**config.mk**
```make
export PLATFORM = sky130hd
export DESIGN_NAME = color_key_centroid_angle_flat
export DESIGN_NICKNAME = d
export VERILOG_FILES = /design/src/rtl/core/ckca_pkg.sv /design/src/rtl/core/ckca_if.sv /design/src/rtl/core/ckca_regs.sv /design/src/rtl/core/ckca_ctrl.sv /design/src/rtl/core/ckca_dp.sv /design/src/rtl/core/color_key_centroid_angle.sv /design/src/flat_wrapper.sv
export SDC_FILE = /design/constraint.sdc
export NUM_CORES = 2
export LEC_CHECK = 0
export ABC_AREA = 1
export BUFFER_PORTS_ARGS = -buffer_cell sky130_fd_sc_hd__clkbuf_2
export CORE_MARGIN = 3
export CORE_UTILIZATION = 59
export CTS_BUF_LIST = sky130_fd_sc_hd__clkbuf_4
export DETAILED_ROUTE_END_ITERATION = 8
export GPL_TIMING_DRIVEN = 0
export MAX_ROUTING_LAYER = met4
export PLACE_DENSITY_LB_ADDON = 0.05
export SLEW_MARGIN = 10
export SYNTH_ARGS = -nofsm -noshare
export SYNTH_HDL_FRONTEND = slang
export SYNTH_SLANG_ARGS = --single-unit
```
**constraint.sdc**
```tcl
create_clock -name clk_i -period 9.3 [get_ports clk_i]
set_clock_uncertainty 0.2 [all_clocks]
set_input_delay 0.465 -clock clk_i [delete_from_list [all_inputs] [get_ports clk_i]]
set_output_delay 0.465 -clock clk_i [all_outputs]
set_load 0.02 [all_outputs]
```
**src/rtl/core/ckca_pkg.sv**
```systemverilog
`default_nettype none

package ckca_pkg;

  // Quotient bits kept by the divider; one more than the result so that
  // a magnitude of 32768 is still told apart from an overflow.
  localparam int unsigned QuoW    = 17;
  localparam int unsigned DivCntW = $clog2(QuoW);
  localparam int unsigned AddrW   = 5;
  localparam int unsigned DataW   = 32;

  localparam logic [7:0]  RstRefRed    = 8'd132;
  localparam logic [7:0]  RstRefGreen  = 8'd119;
  localparam logic [7:0]  RstRefBlue   = 8'd48;
  localparam logic [9:0]  RstThreshold = 10'd30;
  localparam logic [10:0] RstWidth     = 11'd256;
  localparam logic [15:0] RstFov       = 16'd16384;

  typedef enum logic [2:0] {
    RegRefRed    = 3'd0,
    RegRefGreen  = 3'd1,
    RegRefBlue   = 3'd2,
    RegThreshold = 3'd3,
    RegWidth     = 3'd4,
    RegFov       = 3'd5
  } reg_idx_e;

  typedef struct packed {
    logic [7:0]  ref_red;
    logic [7:0]  ref_green;
    logic [7:0]  ref_blue;
    logic [9:0]  match_threshold;
    logic [10:0] image_width;
    logic [15:0] field_of_view;
  } cfg_t;

  typedef struct packed {
    logic accept;    // pixel taken this cycle
    logic snap;      // pixel carries frame end: hand totals to the math
    logic mul_cw;    // count * width
    logic mul_num;   // |2*sum - count*width| * fov, divisor
    logic div_init;  // overflow check, load divider
    logic div_step;  // one quotient bit
    logic load_out;  // write result register
  } cmd_t;

  function automatic logic [7:0] abs_diff(input logic [7:0] a, input logic [7:0] b);
    abs_diff = (a > b) ? (a - b) : (b - a);
  endfunction

endpackage

`default_nettype wire

```
**src/rtl/core/ckca_if.sv**
```systemverilog
`default_nettype none

interface ckca_pix_if;
  logic       valid;
  logic       ready;
  logic [7:0] pixel_red;
  logic [7:0] pixel_green;
  logic [7:0] pixel_blue;
  logic       frame_end;

  modport source (output valid, pixel_red, pixel_green, pixel_blue, frame_end,
                  input ready);
  modport sink   (input valid, pixel_red, pixel_green, pixel_blue, frame_end,
                  output ready);
endinterface

interface ckca_res_if;
  logic               valid;
  logic               ready;
  logic               line_seen;
  logic signed [15:0] line_angle;

  modport source (output valid, line_seen, line_angle, input ready);
  modport sink   (input valid, line_seen, line_angle, output ready);
endinterface

`default_nettype wire

```
**src/rtl/core/ckca_regs.sv**
```systemverilog
`default_nettype none

module ckca_regs
  import ckca_pkg::*;
(
  input  wire logic             clk_i,
  input  wire logic             rst_ni,
  input  wire logic             psel,
  input  wire logic             penable,
  input  wire logic             pwrite,
  input  wire logic [AddrW-1:0] paddr,
  input  wire logic [DataW-1:0] pwdata,
  output logic      [DataW-1:0] prdata,
  output logic                  pready,
  output cfg_t                  cfg_o
);

  cfg_t     cfg_q;
  logic     wr_en;
  reg_idx_e idx;

  assign pready = 1'b1;
  assign wr_en  = psel & penable & pwrite;
  assign idx    = reg_idx_e'(paddr[AddrW-1:2]);
  assign cfg_o  = cfg_q;

  always_ff @(posedge clk_i or negedge rst_ni) begin
    if (!rst_ni) begin
      cfg_q.ref_red         <= RstRefRed;
      cfg_q.ref_green       <= RstRefGreen;
      cfg_q.ref_blue        <= RstRefBlue;
      cfg_q.match_threshold <= RstThreshold;
      cfg_q.image_width     <= RstWidth;
      cfg_q.field_of_view   <= RstFov;
    end else if (wr_en) begin
      case (idx)
        RegRefRed:    cfg_q.ref_red         <= pwdata[7:0];
        RegRefGreen:  cfg_q.ref_green       <= pwdata[7:0];
        RegRefBlue:   cfg_q.ref_blue        <= pwdata[7:0];
        RegThreshold: cfg_q.match_threshold <= pwdata[9:0];
        RegWidth:     cfg_q.image_width     <= pwdata[10:0];
        RegFov:       cfg_q.field_of_view   <= pwdata[15:0];
        default: ;
      endcase
    end
  end

  always_comb begin
    case (idx)
      RegRefRed:    prdata = DataW'(cfg_q.ref_red);
      RegRefGreen:  prdata = DataW'(cfg_q.ref_green);
      RegRefBlue:   prdata = DataW'(cfg_q.ref_blue);
      RegThreshold: prdata = DataW'(cfg_q.match_threshold);
      RegWidth:     prdata = DataW'(cfg_q.image_width);
      RegFov:       prdata = DataW'(cfg_q.field_of_view);
      default:      prdata = '0;
    endcase
  end

endmodule

`default_nettype wire

```
**src/rtl/core/ckca_ctrl.sv**
```systemverilog
`default_nettype none

module ckca_ctrl
  import ckca_pkg::*;
(
  input  wire logic clk_i,
  input  wire logic rst_ni,
  input  wire logic in_valid_i,
  input  wire logic in_last_i,
  output logic      in_ready_o,
  output logic      out_valid_o,
  input  wire logic out_ready_i,
  output cmd_t      cmd_o
);

  typedef enum logic [5:0] {
    StIdle = 6'b000001,
    StMulCw  = 6'b000010,
    StMulNum = 6'b000100,
    StChk  = 6'b001000,
    StDiv  = 6'b010000,
    StFin  = 6'b100000
  } state_e;

  state_e             state_q, state_d;
  logic [DivCntW-1:0] cnt_q, cnt_d;
  logic               out_vld_q, out_vld_d;

  // Pixels inside a frame flow while the math runs; only a frame end
  // waits for the math to be free.
  assign in_ready_o  = ~in_last_i | (state_q == StIdle);
  assign out_valid_o = out_vld_q;

  always_comb begin
    cmd_o          = '0;
    cmd_o.accept   = in_valid_i & in_ready_o;
    cmd_o.snap     = cmd_o.accept & in_last_i;
    state_d        = state_q;
    cnt_d          = cnt_q;
    case (state_q)
      StIdle: begin
        if (cmd_o.snap) state_d = StMulCw;
      end
      StMulCw: begin
        cmd_o.mul_cw = 1'b1;
        state_d      = StMulNum;
      end
      StMulNum: begin
        cmd_o.mul_num = 1'b1;
        state_d       = StChk;
      end
      StChk: begin
        cmd_o.div_init = 1'b1;
        cnt_d          = DivCntW'(QuoW - 1);
        state_d        = StDiv;
      end
      StDiv: begin
        cmd_o.div_step = 1'b1;
        if (cnt_q == '0) begin
          state_d = StFin;
        end else begin
          cnt_d = cnt_q - 1'b1;
        end
      end
      StFin: begin
        if (!out_vld_q || out_ready_i) begin
          cmd_o.load_out = 1'b1;
          state_d        = StIdle;
        end
      end
      default: state_d = StIdle;
    endcase
  end

  always_comb begin
    if (cmd_o.load_out) begin
      out_vld_d = 1'b1;
    end else if (out_ready_i) begin
      out_vld_d = 1'b0;
    end else begin
      out_vld_d = out_vld_q;
    end
  end

  always_ff @(posedge clk_i or negedge rst_ni) begin
    if (!rst_ni) begin
      state_q   <= StIdle;
      cnt_q     <= '0;
      out_vld_q <= 1'b0;
    end else begin
      state_q   <= state_d;
      cnt_q     <= cnt_d;
      out_vld_q <= out_vld_d;
    end
  end

endmodule

`default_nettype wire

```
**src/rtl/core/ckca_dp.sv**
```systemverilog
`default_nettype none

module ckca_dp
  import ckca_pkg::*;
#(
  parameter int unsigned MAX_WIDTH  = 1024,
  parameter int unsigned MAX_HEIGHT = 1024
) (
  input  wire logic       clk_i,
  input  wire logic       rst_ni,
  input  wire cfg_t       cfg_i,
  input  wire cmd_t       cmd_i,
  input  wire logic [7:0] pixel_red_i,
  input  wire logic [7:0] pixel_green_i,
  input  wire logic [7:0] pixel_blue_i,
  output logic            line_seen_o,
  output logic signed [15:0] line_angle_o
);

  localparam longint unsigned CountLimit = 64'(MAX_WIDTH) * 64'(MAX_HEIGHT);
  localparam longint unsigned SumLimit   = CountLimit * 64'(MAX_WIDTH - 1);

  localparam int unsigned ColW = $clog2(MAX_WIDTH);
  localparam int unsigned WW   = $clog2(MAX_WIDTH + 1);
  localparam int unsigned CntW = $clog2(CountLimit + 1);
  localparam int unsigned SumW = $clog2(SumLimit + 1);
  localparam int unsigned CwW  = CntW + WW;
  localparam int unsigned DifW = ((SumW + 1 > CwW) ? SumW + 1 : CwW) + 1;
  localparam int unsigned MagW = DifW - 1;
  localparam int unsigned NumW = MagW + 16;
  localparam int unsigned DenW = CwW + 1;
  localparam int unsigned RemW = (NumW > DenW + QuoW) ? NumW : DenW + QuoW;

  // ---------------- pixel side ----------------
  logic [WW-1:0]   w_eff;
  logic [ColW-1:0] col_q, col;
  logic [WW:0]     col_inc;
  logic [9:0]      diff;
  logic            match, take;
  logic [SumW:0]   sum_add;
  logic [SumW-1:0] sum_q, sum_new;
  logic [CntW-1:0] cnt_q, cnt_new;

  always_comb begin
    if (cfg_i.image_width == '0) begin
      w_eff = WW'(1);
    end else if (32'(cfg_i.image_width) > 32'(MAX_WIDTH)) begin
      w_eff = WW'(MAX_WIDTH);
    end else begin
      w_eff = WW'(cfg_i.image_width);
    end
  end

  // a column left beyond a narrowed width wraps to zero
  assign col = ((WW + 1)'(col_q) >= (WW + 1)'(w_eff)) ? '0 : col_q;
  assign col_inc = (WW + 1)'(col) + 1'b1;

  assign diff = 10'(abs_diff(pixel_red_i, cfg_i.ref_red))
              + 10'(abs_diff(pixel_green_i, cfg_i.ref_green))
              + 10'(abs_diff(pixel_blue_i, cfg_i.ref_blue));
  assign match = diff < cfg_i.match_threshold;

  assign sum_add = (SumW + 1)'(sum_q) + (SumW + 1)'(col);
  assign take    = match && (cnt_q != CntW'(CountLimit))
                   && (sum_add <= (SumW + 1)'(SumLimit));
  assign sum_new = take ? sum_add[SumW-1:0] : sum_q;
  assign cnt_new = take ? cnt_q + 1'b1 : cnt_q;

  always_ff @(posedge clk_i or negedge rst_ni) begin
    if (!rst_ni) begin
      col_q <= '0;
      sum_q <= '0;
      cnt_q <= '0;
    end else if (cmd_i.accept) begin
      if (cmd_i.snap) begin
        col_q <= '0;
        sum_q <= '0;
        cnt_q <= '0;
      end else begin
        col_q <= (col_inc >= (WW + 1)'(w_eff)) ? '0 : col_inc[ColW-1:0];
        sum_q <= sum_new;
        cnt_q <= cnt_new;
      end
    end
  end

  // ---------------- frame math ----------------
  logic [SumW-1:0] sum_s_q;
  logic [CntW-1:0] cnt_s_q;
  logic [CwW-1:0]  cw_q;
  logic [DifW-1:0] dif;
  logic [MagW-1:0] mag;
  logic [NumW-1:0] num_q;
  logic [DenW-1:0] den_q;
  logic            neg_q, seen_q, ovf_q;
  logic [RemW-1:0] rem_q, dsh_q;
  logic [QuoW-1:0] quo_q;
  logic signed [15:0] angle;

  assign dif = (DifW'(sum_s_q) << 1) - DifW'(cw_q);
  assign mag = dif[DifW-1] ? MagW'(-dif) : MagW'(dif);

  always_ff @(posedge clk_i) begin
    if (cmd_i.snap) begin
      sum_s_q <= sum_new;
      cnt_s_q <= cnt_new;
    end
    if (cmd_i.mul_cw) begin
      cw_q <= CwW'(cnt_s_q) * CwW'(w_eff);
    end
    if (cmd_i.mul_num) begin
      num_q  <= NumW'(mag) * NumW'(cfg_i.field_of_view);
      den_q  <= DenW'(cw_q) << 1;
      neg_q  <= dif[DifW-1];
      seen_q <= (cnt_s_q != '0);
    end
    if (cmd_i.div_init) begin
      ovf_q <= RemW'(num_q) >= (RemW'(den_q) << QuoW);
      rem_q <= RemW'(num_q);
      dsh_q <= RemW'(den_q) << (QuoW - 1);
      quo_q <= '0;
    end else if (cmd_i.div_step) begin
      if (rem_q >= dsh_q) begin
        rem_q <= rem_q - dsh_q;
        quo_q <= {quo_q[QuoW-2:0], 1'b1};
      end else begin
        quo_q <= {quo_q[QuoW-2:0], 1'b0};
      end
      dsh_q <= dsh_q >> 1;
    end
  end

  // sign applied to the truncated magnitude, then saturation
  always_comb begin
    if (!seen_q) begin
      angle = '0;
    end else if (neg_q) begin
      if (ovf_q || (quo_q > QuoW'(32768))) begin
        angle = 16'sh8000;
      end else begin
        angle = 16'(-quo_q);
      end
    end else begin
      if (ovf_q || (quo_q > QuoW'(32767))) begin
        angle = 16'sh7fff;
      end else begin
        angle = 16'(quo_q);
      end
    end
  end

  always_ff @(posedge clk_i) begin
    if (cmd_i.load_out) begin
      line_seen_o  <= seen_q;
      line_angle_o <= angle;
    end
  end

endmodule

`default_nettype wire

```
**src/rtl/core/color_key_centroid_angle.sv**
```systemverilog
`default_nettype none

// Color-key column centroid: pixels in raster order come in on pix_i, one
// item per pixel with frame_end set on the last pixel of a frame. A pixel
// matches when the summed absolute RGB difference from the reference color
// is below match_threshold; matching columns are summed and counted.
// Each frame end gives one item on res_o: line_seen, and line_angle =
// (mean column / width - 0.5) * field_of_view, signed Q2.14, truncated
// toward zero and saturated, zero when nothing matched.
// Throughput: one pixel per cycle inside a frame. The per-frame math (two
// multiplies and a 17-step restoring divider) steps through StMulCw,
// StMulNum, StChk, StDiv and StFin after the frame-end pixel, then loads the
// output register; pixels of the next frame keep flowing meanwhile, only
// its frame-end pixel is held off (ready low) until the math unit is free.
// A stalled res_o holds the result in the output register; the math then
// waits in its final step, so a new frame end stalls behind it.
// Reset clears accumulators, controller and output valid, and loads the
// reference color, threshold, width and field of view with their defaults.
// Registers sit on the APB port at byte address 4*index.

module color_key_centroid_angle
  import ckca_pkg::*;
#(
  parameter int unsigned MAX_WIDTH  = 1024,
  parameter int unsigned MAX_HEIGHT = 1024
) (
  input  wire logic             clk_i,
  input  wire logic             rst_ni,
  ckca_pix_if.sink              pix_i,
  ckca_res_if.source            res_o,
  input  wire logic             psel,
  input  wire logic             penable,
  input  wire logic             pwrite,
  input  wire logic [AddrW-1:0] paddr,
  input  wire logic [DataW-1:0] pwdata,
  output logic      [DataW-1:0] prdata,
  output logic                  pready
);

  cfg_t cfg;
  cmd_t cmd;

  ckca_regs u_regs (
    .clk_i   (clk_i),
    .rst_ni  (rst_ni),
    .psel    (psel),
    .penable (penable),
    .pwrite  (pwrite),
    .paddr   (paddr),
    .pwdata  (pwdata),
    .prdata  (prdata),
    .pready  (pready),
    .cfg_o   (cfg)
  );

  ckca_ctrl u_ctrl (
    .clk_i       (clk_i),
    .rst_ni      (rst_ni),
    .in_valid_i  (pix_i.valid),
    .in_last_i   (pix_i.frame_end),
    .in_ready_o  (pix_i.ready),
    .out_valid_o (res_o.valid),
    .out_ready_i (res_o.ready),
    .cmd_o       (cmd)
  );

  ckca_dp #(
    .MAX_WIDTH  (MAX_WIDTH),
    .MAX_HEIGHT (MAX_HEIGHT)
  ) u_dp (
    .clk_i         (clk_i),
    .rst_ni        (rst_ni),
    .cfg_i         (cfg),
    .cmd_i         (cmd),
    .pixel_red_i   (pix_i.pixel_red),
    .pixel_green_i (pix_i.pixel_green),
    .pixel_blue_i  (pix_i.pixel_blue),
    .line_seen_o   (res_o.line_seen),
    .line_angle_o  (res_o.line_angle)
  );

endmodule

`default_nettype wire

```
**src/flat_wrapper.sv**
```systemverilog
// flat-port wrapper written by rule: the top's interface ports become plain ports
module color_key_centroid_angle_flat import ckca_pkg::*;
#(
  parameter int unsigned MAX_WIDTH  = 1024,
  parameter int unsigned MAX_HEIGHT = 1024
)
  (clk_i, rst_ni, psel, penable, pwrite, paddr, pwdata, prdata, pready, pix_i_valid, pix_i_pixel_red, pix_i_pixel_green, pix_i_pixel_blue, pix_i_frame_end, pix_i_ready, res_o_valid, res_o_line_seen, res_o_line_angle, res_o_ready);
  ckca_pix_if pix_i_i ();
  ckca_res_if res_o_i ();
  input  wire logic clk_i;
  input  wire logic rst_ni;
  input  wire logic psel;
  input  wire logic penable;
  input  wire logic pwrite;
  input  wire logic [AddrW-1:0] paddr;
  input  wire logic [DataW-1:0] pwdata;
  output logic      [DataW-1:0] prdata;
  output logic pready;
  input wire logic [$bits(pix_i_i.valid)-1:0] pix_i_valid;
  input wire logic [$bits(pix_i_i.pixel_red)-1:0] pix_i_pixel_red;
  input wire logic [$bits(pix_i_i.pixel_green)-1:0] pix_i_pixel_green;
  input wire logic [$bits(pix_i_i.pixel_blue)-1:0] pix_i_pixel_blue;
  input wire logic [$bits(pix_i_i.frame_end)-1:0] pix_i_frame_end;
  output wire logic [$bits(pix_i_i.ready)-1:0] pix_i_ready;
  output wire logic [$bits(res_o_i.valid)-1:0] res_o_valid;
  output wire logic [$bits(res_o_i.line_seen)-1:0] res_o_line_seen;
  output wire logic [$bits(res_o_i.line_angle)-1:0] res_o_line_angle;
  input wire logic [$bits(res_o_i.ready)-1:0] res_o_ready;
  assign pix_i_i.valid = pix_i_valid;
  assign pix_i_i.pixel_red = pix_i_pixel_red;
  assign pix_i_i.pixel_green = pix_i_pixel_green;
  assign pix_i_i.pixel_blue = pix_i_pixel_blue;
  assign pix_i_i.frame_end = pix_i_frame_end;
  assign pix_i_ready = pix_i_i.ready;
  assign res_o_valid = res_o_i.valid;
  assign res_o_line_seen = res_o_i.line_seen;
  assign res_o_line_angle = res_o_i.line_angle;
  assign res_o_i.ready = res_o_ready;
  color_key_centroid_angle #(.MAX_WIDTH(MAX_WIDTH), .MAX_HEIGHT(MAX_HEIGHT)) u_core (.clk_i(clk_i), .rst_ni(rst_ni), .pix_i(pix_i_i), .res_o(res_o_i), .psel(psel), .penable(penable), .pwrite(pwrite), .paddr(paddr), .pwdata(pwdata), .prdata(prdata), .pready(pready));
endmodule
```
After elaboration in Yosys (flattened, before gate mapping)
Cells that the tools add are included.
- add/subtract/negate cells: 16
- multipliers: 2
- $lt $le $gt $ge: 12
- equal/unequal tests: 16
- mux-type cells: 37
- bitwise operators: 6
- reduce and logical (&&, ||, !) cells: 24
- operators by type and width (kind ; count):
    2-to-1 mux 48 bit ; 3
    2-to-1 mux 49 bit ; 2
    one-hot mux 16 bit (6 select lines) ; 1
    2-to-1 mux 30 bit ; 2
    greater-or-equal comparator 48 x 50 -> 1 bit ; 1
    greater-or-equal comparator 50 x 49 -> 1 bit ; 1
    subtractor 50 x 49 -> 50 bit ; 1
    multiplier 32 x 16 -> 48 bit ; 1
    2-to-1 mux 16 bit ; 3
    subtractor 8 bit ; 6
    2-to-1 mux 21 bit ; 2
    one-hot mux 6 bit (6 select lines) ; 1
    subtractor 31 x 32 -> 33 bit ; 1
    multiplier 21 x 11 -> 32 bit ; 1
    2-to-1 mux 32 bit ; 1
    negator 32 bit ; 1
    adder 30 x 10 -> 31 bit ; 1
    <= comparator 31 x 30 -> 1 bit, second input constant ; 1
    2-to-1 mux 10 bit ; 3
    greater-than comparator 8 bit ; 3
    2-to-1 mux 8 bit ; 3
    2-to-1 mux 11 bit ; 2
    adder 21 x 1 -> 21 bit, second input constant ; 1
    inequality test 21 bit, second input constant ; 1
    39 further kinds ; 70
- bits in registers: 433
- bits of input ports: 69
- output and inout port bits: 52
- word-level logic and storage cells: 141

Logic depth before layout (Yosys ltp)
- depth in word-level cells: 10
- mapped depth: 46
- gate-level depth less buffers: 45

Cells and area by module
A second synthesis with hierarchy kept.
- cells, all modules: 7043
- area, all modules: 54280.8 um^2
- by module, submodules not included (module ; instances ; cells each ; area each (um^2) ; seq. area each (um^2)):
    ckca_dp ; 1 ; 6560 ; 50422.1 ; 10154.7
    ckca_regs ; 1 ; 399 ; 3156.8 ; 1546.5
    ckca_ctrl ; 1 ; 84 ; 701.9 ; 301.5

Least setup slack after synthesis
No wires, ideal clock.
- path kind: reg-to-reg
- start: register u_core.u_dp.cw_q[0]
- end: register u_core.u_dp.num_q[47], data pin
- setup time: 0.252 ns
- data arrival time: 7.191 ns
- required time: 8.848 ns
- slack: 1.656 ns
- cell stages (with the launch flop): 39
- path buffers: 1
- clock period less this slack: 7.644 ns
- path through: edfxtp_1 > fa_1 > inv_1 > nand3_1 > nand2_2 > nand2_2 > nand2_2 > nand2_1 > nand2_1 > inv_1 > nor2_1 > nand3_4 > nor3_4 > nand3_2 > nand2_2 > nand2_1 > nand2_2 > buf_4 > [3 not listed] > inv_1 > fa_1 > fa_1 > fa_1 > inv_1 > fa_1 > inv_1 > ha_1 > nand2_1 > nor2_1 > inv_1 > nor2_1 > nand4_1 > o21ai_0 > a21o_1 > nand2_1 > nand3b_1 > nand2_1
- longest elaborated chain between the ends: 4
- RTL lines (element ; RTL line ; source):
    start, declared ; ckca_dp.sv:90 ; logic [CwW-1:0] cw_q;
    start signal, assigned ; ckca_dp.sv:109 ; cw_q <= CwW'(cnt_s_q) * CwW'(w_eff);
    subtractor 31 x 32 -> 33 bit * ; ckca_dp.sv:100 ; assign dif = (DifW'(sum_s_q) << 1) - DifW'(cw_q);
    negator 32 bit ; ckca_dp.sv:101 ; assign mag = dif[DifW-1] ? MagW'(-dif) : MagW'(dif);
    2-to-1 mux 32 bit * ; ckca_dp.sv:101 ;
    multiplier 32 x 16 -> 48 bit * ; ckca_dp.sv:112 ; num_q <= NumW'(mag) * NumW'(cfg_i.field_of_view);
    end signal, assigned ; ckca_dp.sv:112 ;
    end, declared ; ckca_dp.sv:93 ; logic [NumW-1:0] num_q;
Every way passes the cells marked *; elsewhere a longest branch is shown, timed or not.
A chain may end at the register's enable or synchronous reset.

Final worst setup path
- start: register u_core.u_dp.cw_q[20]
- end: register u_core.u_dp.num_q[44], data pin
The elaborated chain is that of the path after synthesis.

==> run summary <==
Hold Path Depth -> 4
Period minus WS final -> 8.99 ns
Rel. slew slack -> 0.188
Setup WS post-layout -> 0.312 ns
Number of nets with antenna violations after routing -> 0
DP Worst Slack -> -0.191 ns
Number of synthesized flops with an enable pin -> 264
Top Metal Used -> met4
WL final -> 173000 µm
Slew @ Worst Pin -> 1.22 ns
Final count of pins violating max slew -> 0
Skew-Pair Late Insertion Delay -> 1.03 ns
Fin Hold WS -> 0.109 ns
YS warnings -> 0
Initial antenna violation count -> 5
Routability Congestion -> 1.06
Critical path's slowest cell -> fa_1
TritonRoute pass-1 iters -> 6
Critical path peak fanout -> 10
Most frequent cell after synthesis -> nand2_1
Synth cell count leaders -> nand2_1, inv_1, fa_1, nor2_1, ha_1
Num CTS Buffers -> 119
Top Ports -> 121
WL met1 -> 68400 µm
I/O Buffers -> 85
Setup TNS -> 0 ns
Area grow syn2layout -> 8.65%
Post-Syn Area -> 0.0538 mm²
Sequential area share after synthesis -> 0.223
Vias/cell -> 5.61
Starting DRC count in detailed routing -> 4508
Cell mode on critical path -> nand2_1
DR WL met3 -> 14800 µm
CTS root buf -> clkbuf_4
Flops & latches, synth -> 433
H-tree Lvls -> 3
Ranking of synthesized cells by area -> fa_1, edfxtp_1, nand2_1
Post-DP HPWL -> 141000 µm
Die area -> 0.0948 mm²
Clock slew at reported path FFs -> 0.07 ns
Max Clock Freq -> 111 MHz
Vias in the first global route -> 47610
Fin nets -> 8324
Critical path's top delay family -> adder cells
Distinct cells, synth -> 65
Crit. Startpoint -> u_core.u_dp.cw_q[20]
CP arrival -> 9.51 ns
Synth Flop Type -> edfxtp_1
Min-delay src -> pwdata[8]
Max incr delay on CP -> 0.62 ns
GRT overflow -> 0
Outcome -> completed
Area post-placement -> 0.0559 mm²
Worst Setup End Kind -> register
Max-cap violations -> 0
Buf/Inv on CP -> 7
Largest net degree at the start of global routing -> 67
CTS tree -> built
TritonCTS Sinks -> 433
CP Launch Type -> register
Row count -> 110
Final Hold Fails -> 0
Hold WC Path Type -> in2reg
DRC errors left -> 0
Via count -> 47881
Crit Path Class -> reg2reg
First-pass GRT wire length -> 268000 µm
Biggest area consumer among synthesized cells -> fa_1
DIE WIDTH -> 308 µm
Starting density of the core -> 0.597
Endpoints failing setup -> 0
Met2 WL -> 78600 µm
Layout cells sized above 1 -> 0.0754
WP depth -> 36
Post-Synthesis Cells -> 6967
Fin area -> 0.0585 mm²
Critical path required time -> 9.82 ns
Die height -> 308 µm
Fin crit share -> 0.966
Max clock buf depth -> 3
Core area -> 0.0901 mm²
Post-Syn Area per Cell -> 7.72 µm²
Global Route Usage Sum -> 0.380
Async set-reset flop share out of synthesis -> 0.309
Worst r2r path cells -> 36
RR Startpoint -> u_core.u_dp.cw_q[20]
WL per Instance -> 20.3 µm
Top cell type's share of synthesized area -> 0.226
Fillers -> 8173
cell type report:
class / count / area (µm²) / area share
clock inverters: 48 / 398 / 0.00681
repair buffers: 147 / 1130 / 0.0193
diodes: 3 / 7.51 / 0.000128
well taps: 1176 / 1470 / 0.0252
inverters: 1465 / 5540 / 0.0947
flip-flops and latches: 433 / 12000 / 0.205
multi-input cells: 4877 / 35600 / 0.608
clock buffers: 179 / 1340 / 0.0230
plain buffers: 207 / 1010 / 0.0173
stage by stage:
| step | instances | util |
|---|---|---|
| after CTS | 8518 | 0.645 |
| after global placement | 8243 | 0.618 |
| after global routing | 8535 | 0.648 |
| after floorplan | 6982 | - |
| final | 8535 | 0.648 |
| after detailed placement | 8250 | 0.621 |
worst min-delay path, cell delays in order:
cell and delay, ns:
dlygate4sd3_1 0.53, clkbuf_2 0.17, nand2_1 0.08, o21ai_0 0.07
registers in the layout, summed over array words and instances, names as in the netlist, 5 cells and up:
| name | cells |
|---|---|
| u_core.u_dp.line_angle_o | 16 |
| u_core.u_dp.dsh_q | 49 |
| u_core.u_dp.cnt_q | 21 |
| u_core.u_dp.quo_q | 17 |
| u_core.u_dp.sum_s_q | 30 |
| u_core.u_dp.cw_q | 32 |
| u_core.u_ctrl.cnt_q | 5 |
| u_core.u_dp.rem_q | 50 |
| u_core.u_ctrl.state_q | 6 |
| u_core.u_dp.den_q | 32 |
| u_core.u_dp.cnt_s_q | 21 |
| u_core.u_dp.col_q | 10 |
| u_core.u_dp.num_q | 48 |
| u_core.u_regs.cfg_o | 61 |
| u_core.u_dp.sum_q | 30 |
cells in the final DEF (no fill, tap or decap), types with 26 or more instances in the layout:
master            n
buf_4            39
a21oi_1         293
inv_1          1434
and2_1           39
nor3_1           63
edfxtp_1        264
dlygate4sd3_1    40
ha_1            398
fa_1            605
nand2_2          36
clkinv_1         27
xor2_1          111
dfrtp_1         117
nand4_1          75
clkbuf_2         84
dfxtp_1          35
o21ai_0         307
nor2_1          586
nand2_1        1581
nand3_1         374
clkbuf_1        149
clkbuf_4        182
xnor2_1          50
a31oi_1          48
a21o_1           26
worst paths after layout:
path | endpoint | slack [ns]
worst max-delay path | u_core.u_dp.num_q[44] | 0.31
worst min-delay path | u_core.u_regs.cfg_o[24] | 0.11
worst max register to register | u_core.u_dp.num_q[44] | 0.31
worst min register to register | u_core.u_dp.den_q[4] | 0.25
max in group asynchronous | u_core.u_dp.sum_q[25] | 7.83
min in group asynchronous | u_core.u_regs.cfg_o[41] | 0.52
per-layer routing:
| layer | track usage | up-vias |
|---|---|---|
| met5 | - | - |
| met4 | 0.205 | 0 |
| met3 | 0.0689 | 535 |
| met2 | 0.590 | 2038 |
| met1 | 0.475 | 22930 |
| li1 | - | 22378 |
logic make-up (layout without fill, tap and decap cells):
logic type | after synthesis | count (layout) | synth area share
AND/OR/NAND/NOR | 2887 | 2887 | 0.227
XOR/XNOR | 163 | 163 | 0.0267
multiplexers | 10 | 10 | 0.00200
flip-flops | 433 | 433 | 0.223
other | 2 | 20 | 0.000140
buffers and inverters | 1672 | 2046 | 0.121
AO/OA/AOI/OAI | 795 | 795 | 0.0820
adder cells (fa/ha/maj) | 1005 | 1005 | 0.318
repair_timing:
| action | in CTS | in global routing |
|---|---|---|
| buffers inserted | 0 | 13 |
| gates resized for setup | 3 | 54 |
| hold buffers | 41 | 0 |
| hold endpoints to repair | 235 | 0 |
| pin swaps | 0 | 3 |
| setup endpoints to repair | 3 | 24 |
Power is left out: the tool's default activity adds up to more than one toggle a clock period on the data nets, which glitch-free logic cannot reach.
